==> src/design/scp_pkg.sv <==
`default_nettype none

package scp_pkg;

	// operation codes of the input beat
	localparam logic [1:0] OP_WRITE_OBJ    = 2'd0;
	localparam logic [1:0] OP_WRITE_PLAYER = 2'd1;
	localparam logic [1:0] OP_SET_RADII    = 2'd2;
	localparam logic [1:0] OP_SCAN         = 2'd3;

	// register file
	localparam int          APB_ADDR_W       = 3;
	localparam logic        REG_OBJECT_COUNT = 1'b0;
	localparam int          OBJ_CNT_W        = 7;

	// input beat
	typedef struct packed {
		logic [1:0]         operation;
		logic [5:0]         object_index;
		logic signed [31:0] pos_x;
		logic signed [31:0] pos_y;
		logic signed [31:0] pos_z;
		logic [30:0]        radius;
		logic               radius_valid;
	} cmd_t;

	// result beat
	typedef struct packed {
		logic [5:0]         hit_index;
		logic signed [31:0] push_x;
		logic signed [31:0] push_y;
		logic signed [31:0] moved_x;
		logic signed [31:0] moved_y;
		logic signed [31:0] object_z;
		logic               last;
	} hit_t;

	// classified job handed from front to back
	typedef enum logic [1:0] {
		KIND_OBJ    = 2'd0,
		KIND_PLAYER = 2'd1,
		KIND_RADII  = 2'd2,
		KIND_SCAN   = 2'd3
	} kind_t;

	typedef struct packed {
		kind_t              kind;
		logic [5:0]         index;
		logic signed [31:0] x;
		logic signed [31:0] y;
		logic signed [31:0] z;
		logic [30:0]        radius;
		logic               radius_valid;
	} job_t;

	typedef struct packed {
		logic [1:0] count;
	} front_stat_t;

	typedef struct packed {
		logic idle;
		logic pend_vld;
	} back_stat_t;

endpackage

`default_nettype wire

==> src/design/scp_front.sv <==
`default_nettype none

module scp_front #(
	parameter int MAX_OBJECTS = 64
) (
	input  wire                 clk,
	input  wire                 arst_n,
	input  wire                 cmd_valid,
	output logic                cmd_ready,
	input  scp_pkg::cmd_t       cmd,
	output logic                job_valid,
	input  wire                 job_ready,
	output scp_pkg::job_t       job,
	output scp_pkg::front_stat_t stat
);

	scp_pkg::job_t q_mem_q [2];
	logic          wr_ptr_q;
	logic          rd_ptr_q;
	logic [1:0]    cnt_q;
	scp_pkg::job_t cls;
	logic          keep;
	logic          push;
	logic          pop;

	// classify the beat, drop object writes outside the table
	always_comb begin
		cls.index        = cmd.object_index;
		cls.x            = cmd.pos_x;
		cls.y            = cmd.pos_y;
		cls.z            = cmd.pos_z;
		cls.radius       = cmd.radius;
		cls.radius_valid = cmd.radius_valid;
		keep             = 1'b1;
		case (cmd.operation)
			scp_pkg::OP_WRITE_OBJ: begin
				cls.kind = scp_pkg::KIND_OBJ;
				keep     = (32'(cmd.object_index) < 32'(MAX_OBJECTS));
			end
			scp_pkg::OP_WRITE_PLAYER: cls.kind = scp_pkg::KIND_PLAYER;
			scp_pkg::OP_SET_RADII:    cls.kind = scp_pkg::KIND_RADII;
			default:                  cls.kind = scp_pkg::KIND_SCAN;
		endcase
	end

	assign cmd_ready = (cnt_q != 2'd2);
	assign push      = cmd_valid && cmd_ready && keep;
	assign job_valid = (cnt_q != 2'd0);
	assign pop       = job_valid && job_ready;
	assign job       = q_mem_q[rd_ptr_q];
	assign stat.count = cnt_q;

	// two entry queue
	always_ff @(posedge clk or negedge arst_n) begin
		if (!arst_n) begin
			wr_ptr_q <= 1'b0;
			rd_ptr_q <= 1'b0;
			cnt_q    <= 2'd0;
		end else begin
			if (push) begin
				wr_ptr_q <= !wr_ptr_q;
			end
			if (pop) begin
				rd_ptr_q <= !rd_ptr_q;
			end
			if (push && !pop) begin
				cnt_q <= cnt_q + 2'd1;
			end else if (pop && !push) begin
				cnt_q <= cnt_q - 2'd1;
			end
		end
	end

	always_ff @(posedge clk) begin
		if (push) begin
			q_mem_q[wr_ptr_q] <= cls;
		end
	end

endmodule

`default_nettype wire

==> config.mk <==
export PLATFORM = sky130hd
export DESIGN_NAME = scp_front
export DESIGN_NICKNAME = d
export VERILOG_FILES = /design/src/design/scp_pkg.sv /design/src/design/scp_front.sv
export SDC_FILE = /design/constraint.sdc
export NUM_CORES = 1
export LEC_CHECK = 0
export ABC_CLOCK_PERIOD_IN_PS = 20700
export BUFFER_PORTS_ARGS = -buffer_cell sky130_fd_sc_hd__buf_2
export CORE_ASPECT_RATIO = 0.8
export CORE_MARGIN = 2
export CORE_UTILIZATION = 50
export CTS_BUF_LIST = sky130_fd_sc_hd__clkbuf_16
export CTS_CLUSTER_DIAMETER = 200
export CTS_CLUSTER_SIZE = 40
export DETAILED_ROUTE_END_ITERATION = 12
export PLACE_DENSITY = 0.85
export SETUP_SLACK_MARGIN = 0.4
export SYNTH_ARGS = -nofsm -noshare
export SYNTH_HDL_FRONTEND = slang
export SYNTH_SLANG_ARGS = --single-unit
==> constraint.sdc <==
create_clock -name clk -period 20.7 [get_ports clk]
set_input_delay 2.07 -clock clk [delete_from_list [all_inputs] [get_ports clk]]
set_output_delay 2.07 -clock clk [all_outputs]
set_load 0.005 [all_outputs]
==> key figures <==
Status
  • Status: finished, final reports clean

Worst setup path
  • Critical path data arrival time: 3030 ps
  • Setup CP Type: register to output pin
  • CP max FO: just under 90
  • Critical-path cell list: buf_4 -> mux2_2 -> buf_2
  • CP startpoint kind: register
  • Critical Path RT: 18630 ps
  • CP endpoint kind: output pin
  • Cells on worst reg2reg path: 3
  • Slowest-stage cell, CP: buf_4
  • CP peak stage delay: 900 ps

Timing
  • Final Hold Viols: 0
  • Final Cycle Share: 24.6%
  • Relative slew slack: 22.2%
  • RSZ-0062 raised after global routing: no
  • Setup Viol. Count Final: 0
  • Slew @ Worst Pin: 1170 ps
  • Min Tclk post-route: 5100 ps
  • Skew final: 21.8 ps
  • Fmax: 0.196 GHz
  • TNS Setup: 0 ps
  • Slew Viols, Final: 0
  • Fin worst setup slack: around 16000 ps

Floorplan
  • Core footprint: 19800 sq um
  • Die Ht: ~130 microns
  • Die width: 163 microns
  • I/O Pins: 280
  • Die ar.: approximately 21000 sq um
  • Row cnt: 46
  • Starting Density: 51.0%

Clock network
  • Cts bufs inserted: 10
  • Htree depth: 1
  • CTS Hold Bufs: 0
  • CTS tree: done
  • CTS max path bufs: 3
  • # clock sinks: 276
  • Clk slew on worst S/H paths: 130 ps
  • Worst skew pair latency: ~500 ps
  • PostCTS Resize Cnt: 0
  • Root Driver: clkbuf_16
  • Post-CTS setup buffer count: 0

Yosys
  • Register area share after synthesis: 81.9%
  • Synthesized flop and latch total: ~280
  • Syn avg cell area: 22.8 sq um
  • Yosys top cell area share: 80.9%
  • Ys Warns: 0
  • Synthesized area: 10100 sq um
  • Mapped Cells: 443
  • Leading area contributor after synthesis: edfxtp_1
  • Top cells by area, synth: edfxtp_1, mux2_2, clkbuf_8
  • Post-Synthesis Net Count: 584
  • Synth unique cells: 15

Global routing
  • First-pass GRT wire length: 26600 microns
  • Total grt overflow: 0
  • Vias in the first global route: 5131
  • Tot GR Track Use: around 16%
  • Initial antenna violation count: 0
  • Largest net degree at the start of global routing: 88

Layout
  • Fin cells: approximately 990
  • # diodes: 0
  • Syn-to-layout area delta: 18.7%
  • Nets@finish: around 860
  • Layout cells sized above 1: 60.2%
  • Most common cell after layout, fill and taps aside: buf_2
  • Most frequent cells in the layout: buf_2, edfxtp_1, mux2_2, clkbuf_16, buf_4
  • Final Util: 60.5%
  • Fill cells: 1438

Flow run
  • Number of max-cap violations: 0

Drt
  • Iter 0 DRT Violations: 406
  • Drt pass-1 iters: 4
  • Routed vias/inst: between 5 and 6
  • Antenna Nets Post-Route: 0
  • DRC: 0
  • WL/cell: 18.5 microns
  • Via count: 4962
  • Post-Route WL: 18300 microns

Placed design
  • Total placed cells including tap cells: 973
  • IO buf count: around 280
  • Worst slack at placement: 16140 ps
  • Post-DP HPWL: 12400 microns
  • GPL Wtd Cong: about 0.76

Pwr
  • VDD IR-drop max: approximately 0.000098 V
  • PwrDens: 126 nW/um^2
  • P_leak: 4.43 nW

Worst hold path
  • Hold Path Depth: 1
  • Hold WC Path Type: register to register
==> Yosys cell counts, drive strengths merged <==
master,instances
inv,1
clkbuf,12
and3,1
nand2b,1
nand2,2
xnor2,3
ha,1
buf,5
or2,1
edfxtp,272
nor2,2
mux2,136
dfrtp,4
xor2,2
==> per-layer routing <==
layer	up-vias	part of all wire (%)	GRT usage (%)
met2	185	50	27.9
met5	-	0	0
li1	2296	-	-
met3	30	7.8	4.66
met1	2451	40	20.0
met4	0	2.6	4.42
==> path summary, 6_finish.rpt <==
kind | to | start | slack [ps]
worst max-delay path | job[31] | rd_ptr_q | 15600
worst min-delay path | stat[1] | stat[1] | 520
worst max register to register | q_mem_q[1][0] | stat[0] | 17940
worst min register to register | stat[1] | stat[1] | 520
max in group asynchronous | rd_ptr_q | arst_n | 19180
min in group asynchronous | rd_ptr_q | arst_n | 1370
==> sequential cells by signal (all words and copies together), names as in the netlist <==
signal and count:
q_mem_q 272, wr_ptr_q 1, stat 2, rd_ptr_q 1
==> area by class of cell <==
cell class	count	area, sq um	share of cell area [%]
Sequential cell	276	8270	69.1
Multi-Input combinational cell	149	1630	13.6
Timing Repair Buffer	283	1430	11.9
Tap cell	264	330	2.76
Clock buffer	11	275	2.30
Clock inverter	3	37.5	0.313
Inverter	1	3.75	0.0313
==> critical path: cells and delay by family, from the launching register on <==
family,cells,cell delay (ps)
buffers and inverters,2,1030
DFF,1,890
muxes,1,440
==> power breakdown <==
group / switching [mW] / internal (mW)
registers: 0.0477 / 0.764
clock network: 0.146 / 0.110
logic: 0.217 / 0.224
total: 0.411 / 1.10
==> per-stage QoR <==
| step | power (mW) | hold slack [ps] | cell area [sq um] |
|---|---|---|---|
| 4_1_cts | 1.53 | 518 | 12000 |
| 2_1_floorplan | 1.12 | 461 | 10100 |
| 6_report | 1.51 | 517 | 12000 |
| 3_3_place_gp | 1.26 | 491 | 11700 |
| 5_1_grt | 1.58 | 541 | 12000 |
| 3_5_place_dp | 1.28 | 500 | 11700 |
==> kinds of logic (layout without fill, tap and decap cells) <==
logic type / after synthesis / count (layout) / synth area share [%]
XOR/XNOR: 5 / 5 / 0.434
adder cells (fa/ha/maj): 1 / 1 / 0.124
buffers and inverters: 18 / 298 / 2.03
flip-flops: 276 / 276 / 81.9
multiplexers: 136 / 136 / 15.2
AND/OR/NAND/NOR: 7 / 7 / 0.335
No activity file was read; power rests on OpenSTA's default activity.
